[src/design/efr_pkg.sv]
// Shared types and constants for the escaped frame receiver.
// No dependencies.
package efr_pkg;

    localparam logic [7:0] BYTE_BEGIN = 8'hFF;
    localparam logic [7:0] BYTE_END   = 8'hFE;
    localparam logic [7:0] BYTE_ACK   = 8'hFD;
    localparam logic [7:0] BYTE_ERR   = 8'hFC;

    localparam logic [7:0] ESCAPE_CODE_RESET = 8'hFB;
    localparam logic [7:0] MAX_LENGTH_RESET  = 8'd240;

    localparam logic REG_ESCAPE_CODE = 1'b0;
    localparam logic REG_MAX_LENGTH  = 1'b1;

    typedef enum logic [2:0] {
        PH_IDLE = 3'd0,
        PH_LEN  = 3'd1,
        PH_ID   = 3'd2,
        PH_XOR  = 3'd3,
        PH_DATA = 3'd4,
        PH_ESC  = 3'd5,
        PH_PACK = 3'd6,
        PH_PERR = 3'd7
    } t_phase;

    typedef enum logic [2:0] {
        K_PAYLOAD = 3'd0,
        K_GOOD    = 3'd1,
        K_BAD     = 3'd2,
        K_REJECT  = 3'd3,
        K_PEERACK = 3'd4,
        K_PEERERR = 3'd5
    } t_kind;

    typedef struct packed {
        logic       valid;
        t_kind      kind;
        logic [7:0] value;
    } t_result;

endpackage

[src/design/efr_parser.sv]
// Frame parser: phase state machine, length count and XOR check.
// Uses efr_pkg; produces at most one result per processed byte.
module efr_parser import efr_pkg::*; (
    input  logic       i_clk,
    input  logic       i_rst_n,
    input  logic       i_step,
    input  logic [7:0] i_byte,
    input  logic [7:0] i_escape_code,
    input  logic [7:0] i_max_length,
    output t_result    o_res
);

    t_phase     r_phase, n_phase;
    logic [7:0] r_remaining, n_remaining;
    logic       r_underflow, n_underflow;
    logic [7:0] r_frame_id, n_frame_id;
    logic [7:0] r_expected_xor, n_expected_xor;
    logic [7:0] r_running_xor, n_running_xor;

    logic       w_is_end;
    logic       w_is_esc;
    logic       w_len_ok;
    logic       w_good;

    assign w_is_end = (i_byte == BYTE_END);
    assign w_is_esc = (i_byte == i_escape_code);
    assign w_len_ok = (i_byte <= i_max_length);
    assign w_good   = (r_running_xor == r_expected_xor) && (r_remaining == 8'd0)
                      && !r_underflow;

    // next phase
    always_comb begin
        n_phase = r_phase;
        case (r_phase)
            PH_IDLE: begin
                if (i_byte == BYTE_BEGIN) begin
                    n_phase = PH_LEN;
                end else if (i_byte == BYTE_ACK) begin
                    n_phase = PH_PACK;
                end else if (i_byte == BYTE_ERR) begin
                    n_phase = PH_PERR;
                end
            end
            PH_LEN:  n_phase = w_len_ok ? PH_ID : PH_IDLE;
            PH_ID:   n_phase = PH_XOR;
            PH_XOR:  n_phase = PH_DATA;
            PH_DATA: begin
                if (w_is_end) begin
                    n_phase = PH_IDLE;
                end else if (w_is_esc) begin
                    n_phase = PH_ESC;
                end
            end
            PH_ESC:  n_phase = PH_DATA;
            default: n_phase = PH_IDLE;
        endcase
    end

    // datapath and result
    always_comb begin
        n_remaining    = r_remaining;
        n_underflow    = r_underflow;
        n_frame_id     = r_frame_id;
        n_expected_xor = r_expected_xor;
        n_running_xor  = r_running_xor;
        o_res.valid    = 1'b0;
        o_res.kind     = K_PAYLOAD;
        o_res.value    = i_byte;
        case (r_phase)
            PH_IDLE: ;
            PH_LEN: begin
                if (w_len_ok) begin
                    n_remaining = i_byte;
                    n_underflow = 1'b0;
                end else begin
                    o_res.valid = 1'b1;
                    o_res.kind  = K_REJECT;
                    o_res.value = r_frame_id;
                end
            end
            PH_ID:  n_frame_id = i_byte;
            PH_XOR: begin
                n_expected_xor = i_byte;
                n_running_xor  = 8'd0;
            end
            PH_DATA, PH_ESC: begin
                if (r_phase == PH_DATA && w_is_end) begin
                    o_res.valid = 1'b1;
                    o_res.kind  = w_good ? K_GOOD : K_BAD;
                    o_res.value = r_frame_id;
                end else begin
                    // escape bytes count toward length and XOR too
                    if (r_remaining == 8'd0) begin
                        n_underflow = 1'b1;
                    end else begin
                        n_remaining = r_remaining - 8'd1;
                    end
                    n_running_xor = r_running_xor ^ i_byte;
                    o_res.valid   = !(r_phase == PH_DATA && w_is_esc);
                end
            end
            PH_PACK: begin
                o_res.valid = 1'b1;
                o_res.kind  = K_PEERACK;
            end
            default: begin
                o_res.valid = 1'b1;
                o_res.kind  = K_PEERERR;
            end
        endcase
        if (!i_step) begin
            o_res.valid = 1'b0;
        end
    end

    always_ff @(posedge i_clk) begin
        if (!i_rst_n) begin
            r_phase        <= PH_IDLE;
            r_remaining    <= 8'd0;
            r_underflow    <= 1'b0;
            r_frame_id     <= 8'd0;
            r_expected_xor <= 8'd0;
            r_running_xor  <= 8'd0;
        end else if (i_step) begin
            r_phase        <= n_phase;
            r_remaining    <= n_remaining;
            r_underflow    <= n_underflow;
            r_frame_id     <= n_frame_id;
            r_expected_xor <= n_expected_xor;
            r_running_xor  <= n_running_xor;
        end
    end

endmodule

[src/design/escaped_frame_receiver.sv]
// A byte transfer loads the input register; the parser works on it combinationally and its
// result is loaded into the result register, from which it transfers out.
// Throughput: one byte per cycle unless stalled; phase update and XOR are combinational.
// Input stalls only while both input and result registers are full and output is stalled.
// Reset (synchronous, active low): parser state cleared to idle, escape_code 0xFB,
// max_length 240, both pipeline stages emptied. Depends on efr_pkg and efr_parser.
module escaped_frame_receiver import efr_pkg::*; (
    input  logic       i_clk,
    input  logic       i_rst_n,
    input  logic       i_in_valid,
    output logic       o_in_stall,
    input  logic [7:0] i_rx_byte,
    output logic       o_out_valid,
    input  logic       i_out_stall,
    output logic [2:0] o_kind,
    output logic [7:0] o_value,
    input  logic       i_cfg_we,
    input  logic       i_cfg_index,
    input  logic [7:0] i_cfg_data
);

    logic [7:0] r_escape_code;
    logic [7:0] r_max_length;
    logic       r_in_valid;
    logic [7:0] r_in_byte;
    logic       r_out_valid;
    t_kind      r_kind;
    logic [7:0] r_value;
    logic       w_advance;
    t_result    w_res;

    // advance when the result register is empty or being drained
    assign w_advance  = !r_out_valid || !i_out_stall;
    assign o_in_stall = r_in_valid && !w_advance;

    always_ff @(posedge i_clk) begin
        if (!i_rst_n) begin
            r_escape_code <= ESCAPE_CODE_RESET;
            r_max_length  <= MAX_LENGTH_RESET;
        end else if (i_cfg_we) begin
            case (i_cfg_index)
                REG_ESCAPE_CODE: r_escape_code <= i_cfg_data;
                REG_MAX_LENGTH:  r_max_length  <= i_cfg_data;
                default: ;
            endcase
        end
    end

    always_ff @(posedge i_clk) begin
        if (!i_rst_n) begin
            r_in_valid <= 1'b0;
        end else if (!o_in_stall) begin
            r_in_valid <= i_in_valid;
        end
    end

    always_ff @(posedge i_clk) begin
        if (!o_in_stall && i_in_valid) begin
            r_in_byte <= i_rx_byte;
        end
    end

    efr_parser u_parser (
        .i_clk         (i_clk),
        .i_rst_n       (i_rst_n),
        .i_step        (r_in_valid && w_advance),
        .i_byte        (r_in_byte),
        .i_escape_code (r_escape_code),
        .i_max_length  (r_max_length),
        .o_res         (w_res)
    );

    always_ff @(posedge i_clk) begin
        if (!i_rst_n) begin
            r_out_valid <= 1'b0;
        end else if (w_advance) begin
            r_out_valid <= w_res.valid;
        end
    end

    always_ff @(posedge i_clk) begin
        if (w_advance && w_res.valid) begin
            r_kind  <= w_res.kind;
            r_value <= w_res.value;
        end
    end

    assign o_out_valid = r_out_valid;
    assign o_kind      = r_kind;
    assign o_value     = r_value;

endmodule
[config.mk]
export PLATFORM = sky130hd
export DESIGN_NAME = escaped_frame_receiver
export DESIGN_NICKNAME = d
export VERILOG_FILES = /design/src/design/efr_pkg.sv /design/src/design/efr_parser.sv /design/src/design/escaped_frame_receiver.sv
export SDC_FILE = /design/constraint.sdc
export NUM_CORES = 1
export LEC_CHECK = 0
export BUFFER_PORTS_ARGS = -buffer_cell sky130_fd_sc_hd__buf_2
export CELL_PAD_IN_SITES_DETAIL_PLACEMENT = 0
export CELL_PAD_IN_SITES_GLOBAL_PLACEMENT = 2
export CORE_ASPECT_RATIO = 0.8
export CORE_MARGIN = 4
export CORE_UTILIZATION = 37
export CTS_CLUSTER_DIAMETER = 80
export DETAILED_ROUTE_END_ITERATION = 10
export GPL_TIMING_DRIVEN = 0
export HOLD_SLACK_MARGIN = 0.15
export MAX_ROUTING_LAYER = met4
export PLACE_DENSITY_LB_ADDON = 0.2
export SLEW_MARGIN = 5
export SYNTH_ARGS = -nofsm -noshare
export SYNTH_HDL_FRONTEND = slang
export SYNTH_HIERARCHICAL = 1
export SYNTH_SLANG_ARGS = --single-unit
export TNS_END_PERCENT = 100
[constraint.sdc]
create_clock -name i_clk -period 3.8 [get_ports i_clk]
set_clock_uncertainty 0.15 [all_clocks]
set_input_delay 0.38 -clock i_clk [delete_from_list [all_inputs] [get_ports i_clk]]
set_output_delay 0.38 -clock i_clk [all_outputs]
set_load 0.05 [all_outputs]
Yosys cells after proc, flatten, opt, wreduce, memory -nomap -nowiden
Cells that the tools add are included.
Widths: inputs -> output; s select.
- output and inout port bits: 13
- word-level logic and storage cells: 89
- register bits after elaboration: 73
- input bits: 22
- reduce and logical (&&, ||, !) cells: 30
- bitwise logic cells: 2
- equality and inequality tests: 18
- order comparisons: 1
- mux-type cells: 24
- add/subtract/negate cells: 1
- operators with widths (kind ; count):
    $pmux 8 s2 ; 3
    $eq 8x8->1 const B ; 4
    $mux 8 ; 4
    $eq 8x8->1 ; 2
    $pmux 4 s4 ; 1
    $mux 3 ; 5
    $pmux 3 s5 ; 1
    $mux 12 ; 1
    $mux 11 ; 1
    $reduce_and 5->1 ; 2
    $eq 3x3->1 const B ; 3
    $le 8x8->1 ; 1
    $logic_and 1x1->1 ; 8
    $logic_not 8->1 ; 1
    $reduce_and 2->1 ; 4
    $sub 8x1->8 const B ; 1
    $xor 8x8->8 ; 1
    $eq 3x2->1 const B ; 2
    $logic_not 1->1 ; 6
    $reduce_and 3->1 ; 2
    $mux 1 ; 5
    $mux 2 ; 2
    $ne 2x1->1 const B ; 2
    $ne 2x2->1 const B ; 2
    other kinds (10) ; 12

Longest topological paths before layout
- depth after elaboration: 8
- depth in mapped cells: 10
- mapped depth without buffers: 9

Hierarchy
Netlist, hierarchy kept.
- modules (own cells, without submodules) (module ; instances ; sequential area each (um^2) ; cells an instance ; area an instance (um^2)):
    efr_parser ; 1 ; 720.7 ; 313 ; 2397.3
    escaped_frame_receiver ; 1 ; 930.9 ; 99 ; 1296.2

Worst setup path before layout
Ideal clock, no wire load.
- kind: reg2reg
- from: reg r_in_byte[1]
- to: reg r_kind[0] (netlist: o_kind[0]), enable pin
- buffers on the path: 0
- stages on the path, launching flop included: 8
- path slack: 870 ps
- required time: 3254 ps
- setup time: 396 ps
- arrival: 2384 ps
- clock period less this slack: 2930 ps
- cell sequence: edfxtp_1 -> ha_1 -> nor2b_1 -> o211ai_1 -> a21oi_1 -> o211ai_1 -> a21boi_0 -> a21boi_0
- RTL lines (item ; RTL line ; text):
    start, declared ; escaped_frame_receiver.sv:25 ; logic [7:0] r_in_byte;
    start signal, assigned ; escaped_frame_receiver.sv:59 ; r_in_byte <= i_rx_byte;
    end signal, assigned ; escaped_frame_receiver.sv:83 ; r_kind <= w_res.kind;
    end, declared ; escaped_frame_receiver.sv:27 ; t_kind r_kind;

==> run summary <==
The residual overflow from global routing came out at 0. The via count of the first global-routing pass is 2,963. Among cell families on the critical path, the largest total delay comes from compound AO/OA/AOI/OAI gates.

The worst hold margin is 173 ps. The clock transition at the registers of the reported paths is 60 ps. Of all nets on the critical path, the largest fanout is 9.

The type of the setup path with the least slack is flop to flop. The power density over cell area is 428 nW/um2. The core box area is 9690 um2. The post-CTS setup buffer count is 0. Counting I/O delays and the setup requirement, the final critical path takes 3070 ps. The number of vias in the routed layout came out at 2,996. For the worst setup path, the data arrival time is 2970 ps. The number of distinct library cell variants in the gate-level netlist after synthesis is 51.

The first detailed-routing pass took 4 iterations. The final-layout fill cell count came out at 979. The largest net degree at the start of global routing is 14.

The post-route fraction of the period consumed by the critical path is 0.807. STA classifies the critical path endpoint as a flop. The actual slew at the worst max-slew pin is 813 ps. The die width is 120 um. Synthesis produced a netlist whose cell count is 412. The number of stages on the worst hold path is 3. The total detailed-routing wirelength is 9230 um. The maximum count of clock buffers along a single path is 2. Walking the worst path, the cells encountered are buf_6, inv_1, ha_1, nor2b_1, o211ai_1, a21oi_1, o211ai_1, a21boi_0, a21boi_1, buf_4. Adding up every negative setup slack in the final design gives 0 ps. For the worst-skew pair, the clock arrives at the later sink with an insertion delay of 330 ps. Of all flip-flops after synthesis, the portion carrying an async set or reset was 0. The final number of hold-violating endpoints came out at 0.

The antenna violation net count after detailed routing came out at 0. The flow ran to the end, and the final reports show no timing, DRC or antenna violations. The HPWL after detailed placement is 6570 um. The iteration-0 DRC count of the detailed router came out at 106. The net count of the finished layout is 499. The post-synthesis cell area is 3690 um2. The number of buffers and inverters on the critical path is 3.

The min-delay analysis places its worst path in the category input pin to flop. The initial antenna violation count came out at 0. The first-pass GRT wire length is 15,500 um. The final count of negative-setup-slack endpoints came out at 0. The average via count per standard cell came out at 4.93. At the end of routability-driven placement, the weighted congestion stood at 0.844. The max-slew violation count came out at 0.

The post-detailed-route wirelength per cell came out at 15.2 um. The root buffer cell chosen for the clock tree is sky130_fd_sc_hd__clkbuf_16. The total DRC errors in the routed layout came out at 0. Input and output buffers added on the ports amount to 34. The worst IR drop on VDD came out at 0.000261 V. The register bit count reported by yosys came out at 73. The post-CTS resize count came out at 0. The worst setup path is launched from a flop. Among all stages on the critical path, the largest delay is contributed by sky130_fd_sc_hd__a21boi_1. The post-synthesis area per instance is 8.96 um2. The number of diodes is 0.

For the worst setup path, the data required time is 3700 ps. The TritonCTS sink count is 73. The delay of the slowest cell on the worst path is 500 ps. The minimum setup slack among reg-to-reg paths came out at 730 ps. The number of buffers created by CTS came out at 9. TritonCTS built the clock tree. Counting tap cells, the placed design contains a total of 582 instances. Once layout is complete, the utilization of the core stands at 0.459. For this configuration, the core starts out at a cell density of 0.381. Setup repair after global routing left no endpoint under its margin.

The tool flagged a number of max-cap violations equal to 0. The top flip-flop cell by instance count after synthesis is sky130_fd_sc_hd__dfxtp_1. For this run, the number of standard cells in the final layout without fillers is 608.

The critical path crosses 10 cells after its start point. The die height is 97.4 um. The number of rows created at floorplan came out at 32. Measured in cells, the most critical reg-to-reg path has a length of 10. In the global route stage, overall resource usage came out at 0.173. The cell repeated most along the worst path is sky130_fd_sc_hd__o211ai_1.

The sequential area share after synthesis came out at 0.447. Compared with the post-synthesis result, the final layout area differs by 20.5%. Synthesis produced a netlist with a net count of 444. The area enclosed by the die boundary is 11,700 um2. The top achievable clock speed came out at 326 MHz.

The post-layout total power is 1900 uW. The number of levels in the clock H-tree came out at 3. The number of I/O pins came out at 35.

The number of flops mapped to enable cells by yosys is 19. The standby leakage power came out at 0.00186 uW. Yosys printed 6 warnings. Headroom to the max-slew limit came out at 0.457. The fraction of layout cells with a size suffix above 1 is 0.165.
tightest hold or removal path: stages:
cell,delay (ps)
sky130_fd_sc_hd__buf_2,110
sky130_fd_sc_hd__nand4_1,60
sky130_fd_sc_hd__o21ai_1,60
layout by cell type (no fill, tap or decap), types with 6 or more instances in the layout:
master	Yosys	final
sky130_fd_sc_hd__nand2_1	77	77
sky130_fd_sc_hd__dfxtp_1	54	54
sky130_fd_sc_hd__buf_2	7	41
sky130_fd_sc_hd__inv_1	24	24
sky130_fd_sc_hd__nor2_1	24	24
sky130_fd_sc_hd__xor2_1	24	24
sky130_fd_sc_hd__o211ai_1	19	19
sky130_fd_sc_hd__edfxtp_1	19	19
sky130_fd_sc_hd__a21boi_0	19	18
sky130_fd_sc_hd__clkbuf_1	10	11
sky130_fd_sc_hd__o21ai_0	11	11
sky130_fd_sc_hd__nand3b_1	10	10
sky130_fd_sc_hd__a21oi_1	10	10
sky130_fd_sc_hd__ha_1	10	10
sky130_fd_sc_hd__clkbuf_16	0	9
sky130_fd_sc_hd__dlygate4sd3_1	0	9
sky130_fd_sc_hd__nor2b_1	8	8
sky130_fd_sc_hd__nand3_1	7	7
sky130_fd_sc_hd__mux2_2	7	7
sky130_fd_sc_hd__nand4_1	6	6
sky130_fd_sc_hd__o21ai_1	6	6
sky130_fd_sc_hd__nand2b_1	6	6
synth_stat cells (2+ instances only):
master	instances	area (um2)
sky130_fd_sc_hd__nand3b_1	10	75.1
sky130_fd_sc_hd__nor4_2	2	25.0
sky130_fd_sc_hd__a21oi_1	10	50.1
sky130_fd_sc_hd__nand2b_1	6	37.5
sky130_fd_sc_hd__clkbuf_1	10	37.5
sky130_fd_sc_hd__nand3_1	7	35.0
sky130_fd_sc_hd__a21o_1	2	15.0
sky130_fd_sc_hd__nand4_1	6	37.5
sky130_fd_sc_hd__a21boi_1	2	15.0
sky130_fd_sc_hd__o22ai_1	2	12.5
sky130_fd_sc_hd__a31oi_1	2	12.5
sky130_fd_sc_hd__buf_6	4	45.0
sky130_fd_sc_hd__o21ai_0	11	55.1
sky130_fd_sc_hd__mux2i_1	2	20.0
sky130_fd_sc_hd__edfxtp_1	19	571
sky130_fd_sc_hd__nor2b_1	8	50.1
sky130_fd_sc_hd__nand2_1	77	289
sky130_fd_sc_hd__buf_4	2	15.0
sky130_fd_sc_hd__mux2_2	7	78.8
sky130_fd_sc_hd__and3_1	3	18.8
sky130_fd_sc_hd__o21ai_1	6	30.0
sky130_fd_sc_hd__o211ai_1	19	143
sky130_fd_sc_hd__nor4_1	4	25.0
sky130_fd_sc_hd__xor2_1	24	210
sky130_fd_sc_hd__and2_1	3	18.8
sky130_fd_sc_hd__inv_1	24	90.1
sky130_fd_sc_hd__o21a_1	2	15.0
sky130_fd_sc_hd__ha_1	10	125
sky130_fd_sc_hd__nor3_1	3	15.0
sky130_fd_sc_hd__nor2_1	24	90.1
sky130_fd_sc_hd__a21boi_0	19	143
sky130_fd_sc_hd__dfxtp_1	54	1080
sky130_fd_sc_hd__o31ai_1	2	15.0
sky130_fd_sc_hd__clkbuf_2	3	15.0
sky130_fd_sc_hd__buf_2	7	35.0
report_power, final:
part | switching, uW | internal (uW)
logic | 95.8 | 68.0
registers | 11.1 | 817
clock network | 333 | 578
cell type report:
| class | count | area (um2) | area share |
|---|---|---|---|
| inverters | 24 | 90.1 | 0.0202 |
| repair buffers | 44 | 268 | 0.0602 |
| plain buffers | 27 | 151 | 0.0340 |
| clock buffers | 10 | 229 | 0.0514 |
| clock inverters | 6 | 90.1 | 0.0202 |
| multi-input cells | 288 | 1800 | 0.405 |
| flip-flops and latches | 73 | 1650 | 0.371 |
| well taps | 136 | 170 | 0.0382 |
per-stage QoR:
| stage | setup WS [ps] | area, um2 |
|---|---|---|
| after floorplan | 870 | 3690 |
| after global placement | 313 | 4030 |
| after detailed placement | 222 | 4030 |
| after CTS | 211 | 4440 |
| after global routing | 501 | 4450 |
| final | 732 | 4450 |
cells by family after synthesis:
logic type | Yosys count | share of synthesized area
compound gates | 86 | 0.159
xor+xnor | 24 | 0.0569
fa+ha+maj | 10 | 0.0339
buf+inv | 51 | 0.0654
flops | 73 | 0.447
mux | 9 | 0.0268
simple gates | 159 | 0.211
what timing repair did:
action	in CTS	in global routing
setup endpoints to repair	0	0
hold buffers	9	0
endpoints found under the hold margin	9	0
state kept, by name, summed over array words and instances, names as in the netlist:
name / count
u_parser/r_expected_xor: 8
o_kind: 3
u_parser/r_frame_id: 8
u_parser/r_remaining: 8
u_parser/r_phase: 3
u_parser/r_underflow: 1
r_in_byte: 8
o_out_valid: 1
u_parser/r_running_xor: 8
r_escape_code: 8
o_value: 8
r_in_valid: 1
r_max_length: 8
path summary, 6_finish.rpt:
check                                  endpoint       startpoint
worst max register to register       o_value[0]     r_in_byte[0]
worst min-delay path            r_max_length[1]    i_cfg_data[1]
worst min register to register  r_max_length[3]  r_max_length[3]
worst max-delay path                 o_value[0]     r_in_byte[0]
layer usage:
layer  part of all wire  track usage  vias to the layer above  wire length, um
met2               0.42        0.247                       74             3870
met4              0.013       0.0555                        0              118
met3              0.051       0.0367                       15              473
met1               0.52        0.244                     1371             4770
met5                  0            -                        -                0
li1                   -            -                     1536                -
No activity file was read; power rests on OpenSTA's default activity.
